==> config.mk <==
export PLATFORM = sky130hd
export DESIGN_NAME = lru_key_value_cache_flat
export DESIGN_NICKNAME = d
export VERILOG_FILES = /design/src/rtl/lkvc_pkg.sv /design/src/rtl/lkvc_req_if.sv /design/src/rtl/lkvc_rsp_if.sv /design/src/rtl/lkvc_csr_if.sv /design/src/rtl/lkvc_entry_mem.sv /design/src/rtl/lkvc_age_unit.sv /design/src/rtl/lru_key_value_cache.sv /design/src/flat_wrapper.sv
export SDC_FILE = /design/constraint.sdc
export NUM_CORES = 1
export LEC_CHECK = 0
export ABC_AREA = 0
export BUFFER_PORTS_ARGS = -buffer_cell sky130_fd_sc_hd__buf_4
export CORE_MARGIN = 10
export CORE_UTILIZATION = 49
export CTS_BUF_LIST = sky130_fd_sc_hd__clkbuf_16
export CTS_CLUSTER_SIZE = 24
export DETAILED_ROUTE_END_ITERATION = 6
export HOLD_SLACK_MARGIN = 0.08
export PLACE_DENSITY = 0.71
export SYNTH_ARGS = -nofsm -noshare
export SYNTH_HDL_FRONTEND = slang
export SYNTH_HIERARCHICAL = 1
export SYNTH_SLANG_ARGS = --single-unit
==> constraint.sdc <==
create_clock -name clock -period 7.5 [get_ports clock]
set_input_delay 1.5 -clock clock [delete_from_list [all_inputs] [get_ports clock]]
set_output_delay 1.5 -clock clock [all_outputs]
set_load 0.03 [all_outputs]
==> src/rtl/lkvc_pkg.sv <==
// ---------------------------------------------------------------------------
// lkvc_pkg
// shared codes, widths and control bundles of the lru key/value cache
// ---------------------------------------------------------------------------
package lkvc_pkg;

   localparam int OP_BITS  = 3;
   localparam int CAP_BITS = 5;
   localparam int OCC_BITS = 5;

   localparam logic [CAP_BITS-1:0] CAP_RESET = 5'd16;

   // request op codes
   localparam logic [OP_BITS-1:0] OP_GET    = 3'd0;
   localparam logic [OP_BITS-1:0] OP_SET    = 3'd1;
   localparam logic [OP_BITS-1:0] OP_HAS    = 3'd2;
   localparam logic [OP_BITS-1:0] OP_REMOVE = 3'd3;
   localparam logic [OP_BITS-1:0] OP_CLEAR  = 3'd4;

   // rank update rule applied during the update pass
   typedef enum logic [1:0] {
      AGE_PROMOTE = 2'd0,
      AGE_INSERT  = 2'd1,
      AGE_DROP    = 2'd2
   } age_mode_type;

   typedef struct packed {
      age_mode_type mode;
      logic         trim;
      logic         target;
      logic         valid;
   } age_ctl_type;

   typedef struct packed {
      logic keep;
      logic write;
   } age_res_type;

   typedef struct packed {
      logic key_en;
      logic value_en;
      logic age_en;
   } mem_wr_type;

endpackage

==> src/rtl/lkvc_req_if.sv <==
// ---------------------------------------------------------------------------
// lkvc_req_if
// request channel: op, key and value with valid/ready
// ---------------------------------------------------------------------------
interface lkvc_req_if #(
   parameter int KEY_BITS   = 32,
   parameter int VALUE_BITS = 32
);
   logic                         valid;
   logic                         ready;
   logic [lkvc_pkg::OP_BITS-1:0] op;
   logic [KEY_BITS-1:0]          key;
   logic [VALUE_BITS-1:0]        value;

   modport source (output valid, op, key, value, input ready);
   modport sink   (input valid, op, key, value, output ready);
endinterface

==> src/rtl/lkvc_rsp_if.sv <==
// ---------------------------------------------------------------------------
// lkvc_rsp_if
// response channel: found, read value and occupancy with valid/ready
// ---------------------------------------------------------------------------
interface lkvc_rsp_if #(
   parameter int VALUE_BITS = 32
);
   logic                          valid;
   logic                          ready;
   logic                          found;
   logic [VALUE_BITS-1:0]         read_value;
   logic [lkvc_pkg::OCC_BITS-1:0] occupancy;

   modport source (output valid, found, read_value, occupancy, input ready);
   modport sink   (input valid, found, read_value, occupancy, output ready);
endinterface

==> src/rtl/lkvc_csr_if.sv <==
// ---------------------------------------------------------------------------
// lkvc_csr_if
// capacity register write channel with valid/ready
// ---------------------------------------------------------------------------
interface lkvc_csr_if;
   logic                          valid;
   logic                          ready;
   logic [lkvc_pkg::CAP_BITS-1:0] data;

   modport source (output valid, data, input ready);
   modport sink   (input valid, data, output ready);
endinterface

==> src/rtl/lkvc_entry_mem.sv <==
// ---------------------------------------------------------------------------
// lkvc_entry_mem
// key, value and rank storage, one registered read and one write per cycle
// ---------------------------------------------------------------------------
module lkvc_entry_mem #(
   parameter int DEPTH      = 16,
   parameter int KEY_BITS   = 32,
   parameter int VALUE_BITS = 32,
   parameter int IDX_BITS   = 4,
   parameter int AGE_BITS   = 4
) (
   input  logic                     clock,
   input  logic [IDX_BITS-1:0]      rd_addr,
   output logic [KEY_BITS-1:0]      rd_key,
   output logic [VALUE_BITS-1:0]    rd_value,
   output logic [AGE_BITS-1:0]      rd_age,
   input  lkvc_pkg::mem_wr_type     wr,
   input  logic [IDX_BITS-1:0]      wr_addr,
   input  logic [KEY_BITS-1:0]      wr_key,
   input  logic [VALUE_BITS-1:0]    wr_value,
   input  logic [AGE_BITS-1:0]      wr_age
);

   logic [KEY_BITS-1:0]   key_mem [DEPTH];
   logic [VALUE_BITS-1:0] val_mem [DEPTH];
   logic [AGE_BITS-1:0]   age_mem [DEPTH];

   logic [KEY_BITS-1:0]   key_rd_ff;
   logic [VALUE_BITS-1:0] val_rd_ff;
   logic [AGE_BITS-1:0]   age_rd_ff;

   always_ff @(posedge clock) begin
      if (wr.key_en) begin
         key_mem[wr_addr] <= wr_key;
      end
      if (wr.value_en) begin
         val_mem[wr_addr] <= wr_value;
      end
      if (wr.age_en) begin
         age_mem[wr_addr] <= wr_age;
      end
      key_rd_ff <= key_mem[rd_addr];
      val_rd_ff <= val_mem[rd_addr];
      age_rd_ff <= age_mem[rd_addr];
   end

   assign rd_key   = key_rd_ff;
   assign rd_value = val_rd_ff;
   assign rd_age   = age_rd_ff;

endmodule

==> src/rtl/lkvc_age_unit.sv <==
// ---------------------------------------------------------------------------
// lkvc_age_unit
// shared rank update and capacity trim, applied to one entry per cycle
// ---------------------------------------------------------------------------
module lkvc_age_unit #(
   parameter int AGE_BITS = 4,
   parameter int CNT_BITS = 5
) (
   input  lkvc_pkg::age_ctl_type ctl,
   input  logic [AGE_BITS-1:0]   age_in,
   input  logic [AGE_BITS-1:0]   ref_age,
   input  logic [CNT_BITS-1:0]   cap_lim,
   output lkvc_pkg::age_res_type res,
   output logic [AGE_BITS-1:0]   age_out
);

   logic [AGE_BITS-1:0] age_next;
   logic                keep;

   always_comb begin
      age_next = age_in;
      keep     = ctl.valid;
      case (ctl.mode)
         lkvc_pkg::AGE_PROMOTE: begin
            if (ctl.target) begin
               age_next = '0;
            end else if (age_in < ref_age) begin
               age_next = age_in + 1'b1;
            end
         end
         lkvc_pkg::AGE_INSERT: begin
            if (ctl.target) begin
               age_next = '0;
               keep     = 1'b1;
            end else begin
               age_next = age_in + 1'b1;
            end
         end
         lkvc_pkg::AGE_DROP: begin
            if (ctl.target) begin
               keep = 1'b0;
            end else if (age_in > ref_age) begin
               age_next = age_in - 1'b1;
            end
         end
         default: begin
            age_next = age_in;
         end
      endcase
      // ranks at or past the capacity fall out
      if (ctl.trim && keep && (CNT_BITS'(age_next) >= cap_lim)) begin
         keep = 1'b0;
      end
      res.keep  = keep;
      res.write = keep;
      age_out   = age_next;
   end

endmodule

==> src/rtl/lru_key_value_cache.sv <==
// ---------------------------------------------------------------------------
// lru_key_value_cache
// fully associative key/value store with least-recently-used replacement
// ---------------------------------------------------------------------------
//  channel  | dir | handshake    | payload
//  req_ch   | in  | valid/ready  | op, key, value
//  rsp_ch   | out | valid/ready  | found, read_value, occupancy
//  csr_ch   | in  | valid/ready  | data (capacity, saturated to DEPTH)
//
//  a request walks the entry memory through its single read port: a lookup
//  pass, a plan state, then an update pass for get hit, set and remove hit
//  only, then the response state; other requests skip the update pass, and
//  unknown ops skip the lookup and go straight to the response state
//  req_ch.ready is high only while idle; a waiting response does not block it
//  synchronous active-high reset empties the store, capacity resets to 16
// ---------------------------------------------------------------------------
module lru_key_value_cache #(
   parameter int DEPTH      = 16,
   parameter int KEY_BITS   = 32,
   parameter int VALUE_BITS = 32
) (
   input logic       clock,
   input logic       reset,
   lkvc_req_if.sink  req_ch,
   lkvc_rsp_if.source rsp_ch,
   lkvc_csr_if.sink  csr_ch
);

   localparam int AGE_BITS = (DEPTH > 1) ? $clog2(DEPTH) : 1;
   localparam int IDX_BITS = AGE_BITS;
   localparam int CNT_BITS = $clog2(DEPTH + 1);
   localparam int CMP_BITS = (CNT_BITS > lkvc_pkg::CAP_BITS) ? CNT_BITS : lkvc_pkg::CAP_BITS;
   localparam logic [IDX_BITS-1:0] LAST_IDX = IDX_BITS'(DEPTH - 1);
   localparam logic [CNT_BITS-1:0] FULL_CNT = CNT_BITS'(DEPTH);

   // sequencer states
   typedef enum logic [4:0] {
      S_IDLE   = 5'b00001,
      S_SCAN   = 5'b00010,
      S_PLAN   = 5'b00100,
      S_UPDATE = 5'b01000,
      S_RESP   = 5'b10000
   } state_type;

   state_type state_ff, state_in;

   // latched request
   logic [lkvc_pkg::OP_BITS-1:0] op_ff, op_in;
   logic [KEY_BITS-1:0]          key_ff, key_in;
   logic [VALUE_BITS-1:0]        value_ff, value_in;

   // pass address issue and read-data pipeline tag
   logic                issue_on_ff, issue_on_in;
   logic [IDX_BITS-1:0] issue_idx_ff, issue_idx_in;
   logic                pipe_vld_ff, pipe_vld_in;
   logic [IDX_BITS-1:0] pipe_idx_ff, pipe_idx_in;

   // lookup pass results
   logic                  hit_ff, hit_in;
   logic [IDX_BITS-1:0]   hit_idx_ff, hit_idx_in;
   logic [AGE_BITS-1:0]   hit_age_ff, hit_age_in;
   logic [VALUE_BITS-1:0] hit_val_ff, hit_val_in;
   logic                  free_ff, free_in;
   logic [IDX_BITS-1:0]   free_idx_ff, free_idx_in;
   logic [IDX_BITS-1:0]   old_idx_ff, old_idx_in;

   // entry state kept in flops
   logic [DEPTH-1:0]    valid_ff, valid_in;
   logic [CNT_BITS-1:0] count_ff, count_in;
   logic [CNT_BITS-1:0] cnt_acc_ff, cnt_acc_in;
   logic [lkvc_pkg::CAP_BITS-1:0] capacity_ff, capacity_in;

   // response register
   logic                          rsp_valid_ff, rsp_valid_in;
   logic                          rsp_found_ff, rsp_found_in;
   logic [VALUE_BITS-1:0]         rsp_value_ff, rsp_value_in;
   logic [lkvc_pkg::OCC_BITS-1:0] rsp_occ_ff, rsp_occ_in;

   // memory and rank unit hookup
   logic [KEY_BITS-1:0]   rd_key;
   logic [VALUE_BITS-1:0] rd_value;
   logic [AGE_BITS-1:0]   rd_age;
   lkvc_pkg::mem_wr_type  mem_wr;
   lkvc_pkg::age_ctl_type age_ctl;
   lkvc_pkg::age_res_type age_res;
   logic [AGE_BITS-1:0]   age_new;

   // decode helpers
   logic                   req_fire;
   logic                   pipe_valid_bit;
   logic                   key_match;
   logic                   pass_last;
   logic                   needs_update;
   logic [IDX_BITS-1:0]    tgt_idx;
   logic [AGE_BITS-1:0]    oldest_age;
   logic [CNT_BITS-1:0]    cap_lim;
   logic [CMP_BITS-1:0]    cap_ext;
   logic [CNT_BITS-1:0]    cnt_sum;
   lkvc_pkg::age_mode_type upd_mode;

   assign req_fire       = req_ch.valid && req_ch.ready;
   assign req_ch.ready   = (state_ff == S_IDLE);
   assign csr_ch.ready   = 1'b1;
   assign pipe_valid_bit = valid_ff[pipe_idx_ff];
   assign key_match      = pipe_valid_bit && (rd_key == key_ff);
   assign pass_last      = pipe_vld_ff && (pipe_idx_ff == LAST_IDX);
   assign oldest_age     = AGE_BITS'(count_ff - 1'b1);

   // capacity above the store depth behaves as the depth
   assign cap_ext = (CMP_BITS'(capacity_ff) > CMP_BITS'(DEPTH)) ? CMP_BITS'(DEPTH)
                                                                : CMP_BITS'(capacity_ff);
   assign cap_lim = CNT_BITS'(cap_ext);

   // remove drops the hit, get and set promote it, a set miss inserts
   assign upd_mode = hit_ff ? ((op_ff == lkvc_pkg::OP_REMOVE) ? lkvc_pkg::AGE_DROP
                                                              : lkvc_pkg::AGE_PROMOTE)
                            : lkvc_pkg::AGE_INSERT;
   assign needs_update = (op_ff == lkvc_pkg::OP_SET) ||
                         (hit_ff && ((op_ff == lkvc_pkg::OP_GET) ||
                                     (op_ff == lkvc_pkg::OP_REMOVE)));

   // insert into a full store reuses the oldest slot, otherwise the first free one
   assign tgt_idx = hit_ff ? hit_idx_ff : ((count_ff == FULL_CNT) ? old_idx_ff : free_idx_ff);

   assign age_ctl.mode   = upd_mode;
   assign age_ctl.trim   = (op_ff == lkvc_pkg::OP_SET);
   assign age_ctl.target = (pipe_idx_ff == tgt_idx);
   assign age_ctl.valid  = pipe_valid_bit;

   assign cnt_sum = cnt_acc_ff + CNT_BITS'(age_res.keep);

   lkvc_entry_mem #(
      .DEPTH      (DEPTH),
      .KEY_BITS   (KEY_BITS),
      .VALUE_BITS (VALUE_BITS),
      .IDX_BITS   (IDX_BITS),
      .AGE_BITS   (AGE_BITS)
   ) u_mem (
      .clock    (clock),
      .rd_addr  (issue_idx_ff),
      .rd_key   (rd_key),
      .rd_value (rd_value),
      .rd_age   (rd_age),
      .wr       (mem_wr),
      .wr_addr  (pipe_idx_ff),
      .wr_key   (key_ff),
      .wr_value (value_ff),
      .wr_age   (age_new)
   );

   lkvc_age_unit #(
      .AGE_BITS (AGE_BITS),
      .CNT_BITS (CNT_BITS)
   ) u_age (
      .ctl     (age_ctl),
      .age_in  (rd_age),
      .ref_age (hit_age_ff),
      .cap_lim (cap_lim),
      .res     (age_res),
      .age_out (age_new)
   );

   always_comb begin
      state_in     = state_ff;
      op_in        = op_ff;
      key_in       = key_ff;
      value_in     = value_ff;
      issue_on_in  = issue_on_ff;
      issue_idx_in = issue_idx_ff;
      pipe_vld_in  = 1'b0;
      pipe_idx_in  = pipe_idx_ff;
      hit_in       = hit_ff;
      hit_idx_in   = hit_idx_ff;
      hit_age_in   = hit_age_ff;
      hit_val_in   = hit_val_ff;
      free_in      = free_ff;
      free_idx_in  = free_idx_ff;
      old_idx_in   = old_idx_ff;
      valid_in     = valid_ff;
      count_in     = count_ff;
      cnt_acc_in   = cnt_acc_ff;
      capacity_in  = capacity_ff;
      rsp_valid_in = rsp_valid_ff && !rsp_ch.ready;
      rsp_found_in = rsp_found_ff;
      rsp_value_in = rsp_value_ff;
      rsp_occ_in   = rsp_occ_ff;
      mem_wr       = '0;

      if (csr_ch.valid) begin
         capacity_in = csr_ch.data;
      end

      // one read address per cycle, data tagged in the cycle after
      if (issue_on_ff) begin
         pipe_vld_in = 1'b1;
         pipe_idx_in = issue_idx_ff;
         if (issue_idx_ff == LAST_IDX) begin
            issue_on_in = 1'b0;
         end else begin
            issue_idx_in = issue_idx_ff + 1'b1;
         end
      end

      case (state_ff)
         S_IDLE: begin
            if (req_fire) begin
               op_in        = req_ch.op;
               key_in       = req_ch.key;
               value_in     = req_ch.value;
               hit_in       = 1'b0;
               free_in      = 1'b0;
               issue_idx_in = '0;
               // unknown ops go straight to the response state with no lookup
               if (req_ch.op inside {[lkvc_pkg::OP_GET:lkvc_pkg::OP_CLEAR]}) begin
                  issue_on_in = 1'b1;
                  state_in    = S_SCAN;
               end else begin
                  state_in = S_RESP;
               end
            end
         end
         S_SCAN: begin
            if (pipe_vld_ff) begin
               if (key_match && !hit_ff) begin
                  hit_in     = 1'b1;
                  hit_idx_in = pipe_idx_ff;
                  hit_age_in = rd_age;
                  hit_val_in = rd_value;
               end
               if (!pipe_valid_bit && !free_ff) begin
                  free_in     = 1'b1;
                  free_idx_in = pipe_idx_ff;
               end
               if (pipe_valid_bit && (rd_age == oldest_age)) begin
                  old_idx_in = pipe_idx_ff;
               end
               if (pass_last) begin
                  state_in = S_PLAN;
               end
            end
         end
         S_PLAN: begin
            if (op_ff == lkvc_pkg::OP_CLEAR) begin
               valid_in = '0;
               count_in = '0;
               state_in = S_RESP;
            end else if (needs_update) begin
               issue_on_in  = 1'b1;
               issue_idx_in = '0;
               cnt_acc_in   = '0;
               state_in     = S_UPDATE;
            end else begin
               state_in = S_RESP;
            end
         end
         S_UPDATE: begin
            if (pipe_vld_ff) begin
               valid_in[pipe_idx_ff] = age_res.keep;
               mem_wr.age_en   = age_res.write;
               mem_wr.key_en   = (upd_mode == lkvc_pkg::AGE_INSERT) && age_ctl.target;
               mem_wr.value_en = (op_ff == lkvc_pkg::OP_SET) && age_ctl.target;
               cnt_acc_in      = cnt_sum;
               if (pass_last) begin
                  count_in = cnt_sum;
                  state_in = S_RESP;
               end
            end
         end
         S_RESP: begin
            if (!rsp_valid_ff || rsp_ch.ready) begin
               rsp_valid_in = 1'b1;
               rsp_found_in = hit_ff;
               rsp_value_in = ((op_ff == lkvc_pkg::OP_GET) && hit_ff) ? hit_val_ff : '0;
               rsp_occ_in   = lkvc_pkg::OCC_BITS'(count_ff);
               state_in     = S_IDLE;
            end
         end
         default: begin
            state_in = S_IDLE;
         end
      endcase
   end

   // control state
   always_ff @(posedge clock) begin
      if (reset) begin
         state_ff     <= S_IDLE;
         issue_on_ff  <= 1'b0;
         pipe_vld_ff  <= 1'b0;
         valid_ff     <= '0;
         count_ff     <= '0;
         capacity_ff  <= lkvc_pkg::CAP_RESET;
         rsp_valid_ff <= 1'b0;
      end else begin
         state_ff     <= state_in;
         issue_on_ff  <= issue_on_in;
         pipe_vld_ff  <= pipe_vld_in;
         valid_ff     <= valid_in;
         count_ff     <= count_in;
         capacity_ff  <= capacity_in;
         rsp_valid_ff <= rsp_valid_in;
      end
   end

   // payload
   always_ff @(posedge clock) begin
      op_ff        <= op_in;
      key_ff       <= key_in;
      value_ff     <= value_in;
      issue_idx_ff <= issue_idx_in;
      pipe_idx_ff  <= pipe_idx_in;
      hit_ff       <= hit_in;
      hit_idx_ff   <= hit_idx_in;
      hit_age_ff   <= hit_age_in;
      hit_val_ff   <= hit_val_in;
      free_ff      <= free_in;
      free_idx_ff  <= free_idx_in;
      old_idx_ff   <= old_idx_in;
      cnt_acc_ff   <= cnt_acc_in;
      rsp_found_ff <= rsp_found_in;
      rsp_value_ff <= rsp_value_in;
      rsp_occ_ff   <= rsp_occ_in;
   end

   assign rsp_ch.valid      = rsp_valid_ff;
   assign rsp_ch.found      = rsp_found_ff;
   assign rsp_ch.read_value = rsp_value_ff;
   assign rsp_ch.occupancy  = rsp_occ_ff;

`ifndef SYNTHESIS
   // one request in flight: ready drops right after an accepted request
   a_busy_after_accept: assert property (@(posedge clock) disable iff (reset)
      req_fire |=> !req_ch.ready)
      else $error("request accepted while a request is in flight");

   // a new response only comes out of the response state
   a_rsp_from_resp: assert property (@(posedge clock) disable iff (reset)
      $rose(rsp_valid_ff) |-> $past(state_ff == S_RESP))
      else $error("response raised outside the response state");

   // occupancy tracks the valid bits whenever the block is idle
   a_count_matches: assert property (@(posedge clock) disable iff (reset)
      (state_ff == S_IDLE) |-> (int'(count_ff) == $countones(valid_ff)))
      else $error("entry count disagrees with valid bits");

   // a set always leaves the store within capacity
   a_set_trimmed: assert property (@(posedge clock) disable iff (reset)
      ((state_ff == S_RESP) && (op_ff == lkvc_pkg::OP_SET)) |-> (count_ff <= cap_lim))
      else $error("set left more entries than capacity");
`endif

endmodule
==> src/flat_wrapper.sv <==
// flat-port wrapper written by rule: the top's interface ports become plain ports
module lru_key_value_cache_flat 
#(
   parameter int DEPTH      = 16,
   parameter int KEY_BITS   = 32,
   parameter int VALUE_BITS = 32
)
  (clock, reset, req_ch_valid, req_ch_op, req_ch_key, req_ch_value, req_ch_ready, rsp_ch_valid, rsp_ch_found, rsp_ch_read_value, rsp_ch_occupancy, rsp_ch_ready, csr_ch_valid, csr_ch_data, csr_ch_ready);
  lkvc_req_if #(.KEY_BITS(KEY_BITS), .VALUE_BITS(VALUE_BITS)) req_ch_i ();
  lkvc_rsp_if #(.VALUE_BITS(VALUE_BITS)) rsp_ch_i ();
  lkvc_csr_if csr_ch_i ();
  input logic clock;
  input logic reset;
  input wire logic [$bits(req_ch_i.valid)-1:0] req_ch_valid;
  input wire logic [$bits(req_ch_i.op)-1:0] req_ch_op;
  input wire logic [$bits(req_ch_i.key)-1:0] req_ch_key;
  input wire logic [$bits(req_ch_i.value)-1:0] req_ch_value;
  output wire logic [$bits(req_ch_i.ready)-1:0] req_ch_ready;
  output wire logic [$bits(rsp_ch_i.valid)-1:0] rsp_ch_valid;
  output wire logic [$bits(rsp_ch_i.found)-1:0] rsp_ch_found;
  output wire logic [$bits(rsp_ch_i.read_value)-1:0] rsp_ch_read_value;
  output wire logic [$bits(rsp_ch_i.occupancy)-1:0] rsp_ch_occupancy;
  input wire logic [$bits(rsp_ch_i.ready)-1:0] rsp_ch_ready;
  input wire logic [$bits(csr_ch_i.valid)-1:0] csr_ch_valid;
  input wire logic [$bits(csr_ch_i.data)-1:0] csr_ch_data;
  output wire logic [$bits(csr_ch_i.ready)-1:0] csr_ch_ready;
  assign req_ch_i.valid = req_ch_valid;
  assign req_ch_i.op = req_ch_op;
  assign req_ch_i.key = req_ch_key;
  assign req_ch_i.value = req_ch_value;
  assign req_ch_ready = req_ch_i.ready;
  assign rsp_ch_valid = rsp_ch_i.valid;
  assign rsp_ch_found = rsp_ch_i.found;
  assign rsp_ch_read_value = rsp_ch_i.read_value;
  assign rsp_ch_occupancy = rsp_ch_i.occupancy;
  assign rsp_ch_i.ready = rsp_ch_ready;
  assign csr_ch_i.valid = csr_ch_valid;
  assign csr_ch_i.data = csr_ch_data;
  assign csr_ch_ready = csr_ch_i.ready;
  lru_key_value_cache #(.DEPTH(DEPTH), .KEY_BITS(KEY_BITS), .VALUE_BITS(VALUE_BITS)) u_core (.clock(clock), .reset(reset), .req_ch(req_ch_i), .rsp_ch(rsp_ch_i), .csr_ch(csr_ch_i));
endmodule
Word level (Yosys, flattened, before mapping)
Memories as Yosys holds them, arrays and structs flattened. A register that Yosys moved wholly into a read port is not among the register bits.
Index checks and enable logic that the tools add are counted.
Storage, ports and cells
  bits in registers: 202
  bits in read-only memories: 0
  bits in latches: 0
  memories: 3
  input bits: 77
  bits in writable memories: 1088
  output and inout port bits: 41
  logic and storage cells: 176
Operators by class
  $add $sub $neg: 5
  multiply operators: 0
  divide/modulo/power cells: 0
  bitwise gates (word level): 0
  order comparisons: 8
  reduce and logical (&&, ||, !) cells: 38
  muxes and demuxes: 72
  equality and inequality tests: 27
  shifts and indexed selects: 0
Memory list
  u_core.u_mem.key_mem: words 16, width 32, read ports 1, clocked after memory_dff 1, wr ports 1, RTL line lkvc_entry_mem.sv:24  | logic [KEY_BITS-1:0] key_mem [DEPTH];
  u_core.u_mem.val_mem: words 16, width 32, read ports 1, clocked after memory_dff 1, wr ports 1, RTL line lkvc_entry_mem.sv:25  | logic [VALUE_BITS-1:0] val_mem [DEPTH];
  u_core.u_mem.age_mem: words 16, width 4, read ports 1, clocked after memory_dff 1, wr ports 1, RTL line lkvc_entry_mem.sv:26  | logic [AGE_BITS-1:0] age_mem [DEPTH];
Operators with widths (count)
  $mux W5: 16
  $mux W4: 12
  $eq A32 B32 Y1: 1
  $mux W16: 2
  $pmux W16 S2: 1
  $mux W1: 25
  $pmux W5 S5: 1
  $pmux W5 S2: 2
  $ne A2 B1 Y1 const B: 9
  $bwmux W16: 1
  $reduce_and A4 Y1: 4
  $logic_and A1 B1 Y1: 15
  $pmux W4 S3: 1
  $reduce_and A3 Y1: 4
  $eq A5 B5 Y1 const B: 2
  $add A4 B1 Y4 const B: 2
  $eq A4 B4 Y1: 2
  $eq A4 B4 Y1 const B: 2
  $pmux W1 S2: 4
  $pmux W4 S2: 1
  $sub A4 B1 Y4 const B: 2
  $mux W3: 2
  $reduce_and A6 Y1: 1
  $add A5 B1 Y5: 1
  other kinds (27): 37

Longest topological paths before layout
  depth after elaboration: 13
  mapped depth: 25
  depth with buffers taken out: 24

By module
Netlist, hierarchy kept.
By module, submodules not included
  lkvc_entry_mem: instances 1, sequential area each 34032.6 sq um, area an instance 42155.4 sq um, cells an instance 1798
  lru_key_value_cache: instances 1, sequential area each 5685.5 sq um, area an instance 7955.1 sq um, cells an instance 548
  lkvc_age_unit: instances 1, sequential area each 0.0 sq um, area an instance 611.8 sq um, cells an instance 83

Least setup slack after synthesis
No wires, ideal clock.
  path type: register to register
  start point: register u_core.key_ff[17]
  end point: register u_core.hit_age_ff[0], enable pin
  arrival time: 4.370 ns
  path slack: 2.643 ns
  clock period less this slack: 4.857 ns
  path buffers: 0
  required time: 7.013 ns
  stages on the path, launching flop included: 6
  setup time: 0.487 ns
  path through: edfxtp_1 -> xor2_1 -> a2111o_1 -> a2111oi_0 -> nand3_1 -> nor3_1
Between the ends
  longest elaborated chain between the ends: 4
RTL lines
  start, declared: RTL line lru_key_value_cache.sv:49  | logic [KEY_BITS-1:0] key_ff, key_in;
  start signal, assigned: RTL line lru_key_value_cache.sv:308  | key_ff <= key_in;
  $eq A32 B32 Y1: RTL line lru_key_value_cache.sv:105  | assign key_match = pipe_valid_bit && (rd_key == key_ff);
  $logic_and A1 B1 Y1: RTL line lru_key_value_cache.sv:105
  $logic_and A1 B1 Y1: RTL line lru_key_value_cache.sv:224  | if (key_match && !hit_ff) begin
  $reduce_and A3 Y1 (no source line)
  end signal, assigned: RTL line lru_key_value_cache.sv:314  | hit_age_ff <= hit_age_in;
  end, declared: RTL line lru_key_value_cache.sv:61  | logic [AGE_BITS-1:0] hit_age_ff, hit_age_in;
Every way passes these cells.
A chain may end at the register's enable or synchronous reset.

==> results.sh <==
export IMPL_rsz0062_at_grt="no"
export IMPL_cap_violations=0
export IMPL_post_cts_buffers=0
export IMPL_period_needed_ns=6.15
export IMPL_yosysWarnings=6
export IMPL_crit_fanout=17
export IMPL_setup_violations=0
export IMPL_violations="DRC"
export IMPL_drc=5
export IMPL_gp_congestion=0.804
export IMPL_multi_input_area_um2=10600
export IMPL_status="finished, violations left"
export IMPL_drt_iter0_drc=3139
export IMPL_cts_buffers_inserted=138
export IMPL_synth_edf_count=1252
export IMPL_cts_hold_buf=0
export IMPL_ctsResizeCount=0
export IMPL_leakage_nw=18.4
export IMPL_regArea_um2=39700
export IMPL_grt_max_degree=101
export IMPL_dr_total_vias=24800
export IMPL_seq_area_frac_synth=0.783
export IMPL_final_common_cell="edfxtp_1"
export IMPL_fmax_mhz=163
export IMPL_synth_area_per_cell_um2=20.9
export IMPL_grt_pass1_wl_um=168000
export IMPL_skew_ns=0.0361
export IMPL_cts_root_buffer="clkbuf_16"
export IMPL_wl_um=113000
export IMPL_nets=2711
export IMPL_io_buffers=116
export IMPL_fin_crit_sh=0.820
export IMPL_htreeDepth=4
export IMPL_layout_common_cells="edfxtp_1, mux4_2, buf_4"
export IMPL_tightest_slew_ns=1.26
export IMPL_final_hold_violation_count=0
export IMPL_drive_gt1_frac=0.255
export IMPL_dieArea_um2=117000
export IMPL_rows=117
export IMPL_syn_instance_count=2429
export IMPL_clockBufferDepth=3
export IMPL_first_pass_iters=7
export IMPL_ys_flop_type="edfxtp_1"
export IMPL_clock_latency_ns=0.74
export IMPL_ys_async_sr_fraction=0
export IMPL_grt_ovfl_total=0
export IMPL_dieWidth_um=342
export IMPL_placed_area_um2=53500
export IMPL_yosys_top_cells_area="edfxtp_1, mux4_2, dfxtp_1"
export IMPL_hpwl_um=56900
export IMPL_synth_top_cell_area_share=0.741
export IMPL_yosysUniqueCellTypes=67
export IMPL_antenna_found_initial=1
export IMPL_coreArea_um2=102000
export IMPL_crit_arrival_ns=6.52
export IMPL_fin_setup_tns_ns=0
export IMPL_grt_pass1_vias=25600
export IMPL_powerDensity_nw_per_um2=334
export IMPL_start_kind="flop"
export IMPL_end_kind="flop"
export IMPL_start_util=0.496
export IMPL_n_fill_cell=7351
export IMPL_ir_worst_vdd_mv=0.271
export IMPL_crit_type="flop to flop"
export IMPL_ys_seq_elements=1358
export IMPL_avgRoutedWirePerCell_um=27.5
export IMPL_hold_class="flop to flop"
export IMPL_io_pins=118
export IMPL_syn_nets=2525
export IMPL_cts_tree="yes"
export IMPL_synth_cell_area_um2=50700
export IMPL_relSlewSlack=0.162
export IMPL_die_h_um=342
export IMPL_via_per_inst=6.05
export IMPL_maxSlewViolCount=0
export IMPL_clock_sinks=1358
export IMPL_synth_largest_area_cell="edfxtp_1"
export IMPL_syn_to_final_growth_pct=14.2
export IMPL_final_area_um2=57900
export IMPL_path_clk_slew_ns=0.06
export IMPL_ant_nets=0
export IMPL_worstPathRequired_ns=7.87
export IMPL_n_antenna_cell=0
export IMPL_grt_use_total=0.192
-- registers in the layout (all words and copies together) (netlist names), 16 cells and up --
register and cells:
u_core/hit_val_ff 32, u_core/key_ff 32, u_core/rsp_ch.read_value 32, u_core/u_mem/age_mem 64
u_core/u_mem/key_mem 512, u_core/u_mem/rd_key 32, u_core/u_mem/rd_value 32, u_core/u_mem/val_mem 512
u_core/valid_ff 16, u_core/value_ff 32
-- cell type report --
cell class	count	share of cell area
sequential	1358	0.686
multi-input combinational	923	0.184
clock buffer	142	0.0614
tap	1368	0.0296
timing repair buffer	168	0.0222
clock inverter	112	0.0157
inverter	26	0.00173
-- synthesized netlist by cell type, types with 12 or more instances --
cell / count
mux2i_1: 17
dfxtp_1: 106
buf_2: 37
and2_1: 35
nor2_1: 86
xnor2_1: 32
o21ai_1: 12
inv_1: 24
edfxtp_1: 1252
mux4_2: 276
nand3_1: 17
a31oi_1: 14
ha_1: 19
a22oi_1: 138
nor2b_1: 15
nand2_1: 111
clkbuf_1: 69
a21oi_1: 27
-- cell families after synthesis --
kind of cell    after synthesis  synth area share
flops                      1358             0.783
simple gates                328            0.0314
mux                         301             0.128
compound gates              234            0.0332
buf+inv                     148            0.0130
xor+xnor                     40           0.00691
fa+ha+maj                    19           0.00469
other cells                   1         0.0000739
-- metrics by stage --
stage               worst slack (ns)  power [mW]  hold slack (ns)  cells  utilization
global placement                1.90        12.7            0.389   3843        0.522
detailed placement              1.60        12.9            0.389   3843        0.522
CTS                             1.56        19.5            0.401   4097        0.566
floorplan                       2.64        11.9            0.386   2429            -
finish                          1.35        19.4            0.403   4097        0.566
global route                   0.897        20.1            0.398   4097        0.566
-- path summary, 6_finish.rpt --
kind | start | endpoint | slack, ns | depth (start not counted)
worst max-delay path | u_core/count_ff[0] | u_core/u_mem/age_mem[13][1] | 1.35 | 19
worst min-delay path | u_core/u_mem/rd_value[12] | u_core/hit_val_ff[12] | 0.40 | 0
worst max register to register | u_core/count_ff[0] | u_core/u_mem/age_mem[13][1] | 1.35 | 19
worst min register to register | u_core/u_mem/rd_value[12] | u_core/hit_val_ff[12] | 0.40 | 0
-- power by group --
| group | internal, mW | leakage (nW) | switching (mW) |
|---|---|---|---|
| clock | 3.84 | 2.30 | 2.83 |
| sequential | 9.09 | 12.2 | 0.601 |
| combinational | 1.46 | 3.91 | 1.54 |
| total | 14.4 | 18.4 | 4.97 |
-- worst max-delay path, stage by stage, from the launching register on --
cell and delay, ns:
dfxtp_1 0.40, inv_1 0.09, ha_1 0.19, and4bb_2 0.27
mux2_1 0.36, mux2i_1 0.20, o221ai_1 0.21, nor3_1 0.76
nor2b_1 0.28, a31oi_1 0.29, nor3b_1 0.12, a211o_1 0.50
ha_1 0.37, a21o_1 0.15, a211oi_1 0.24, nor4b_1 0.08
nor2_1 0.40, and2_1 0.33, nand3_1 0.18, nor2_1 0.36
-- metal layers --
layer,GRT usage,share of wire
met1,0.256,0.39
met2,0.323,0.51
met3,0.0359,0.078
met4,0.0542,0.022
met5,0,0
No activity file was read; power rests on OpenSTA's default activity.
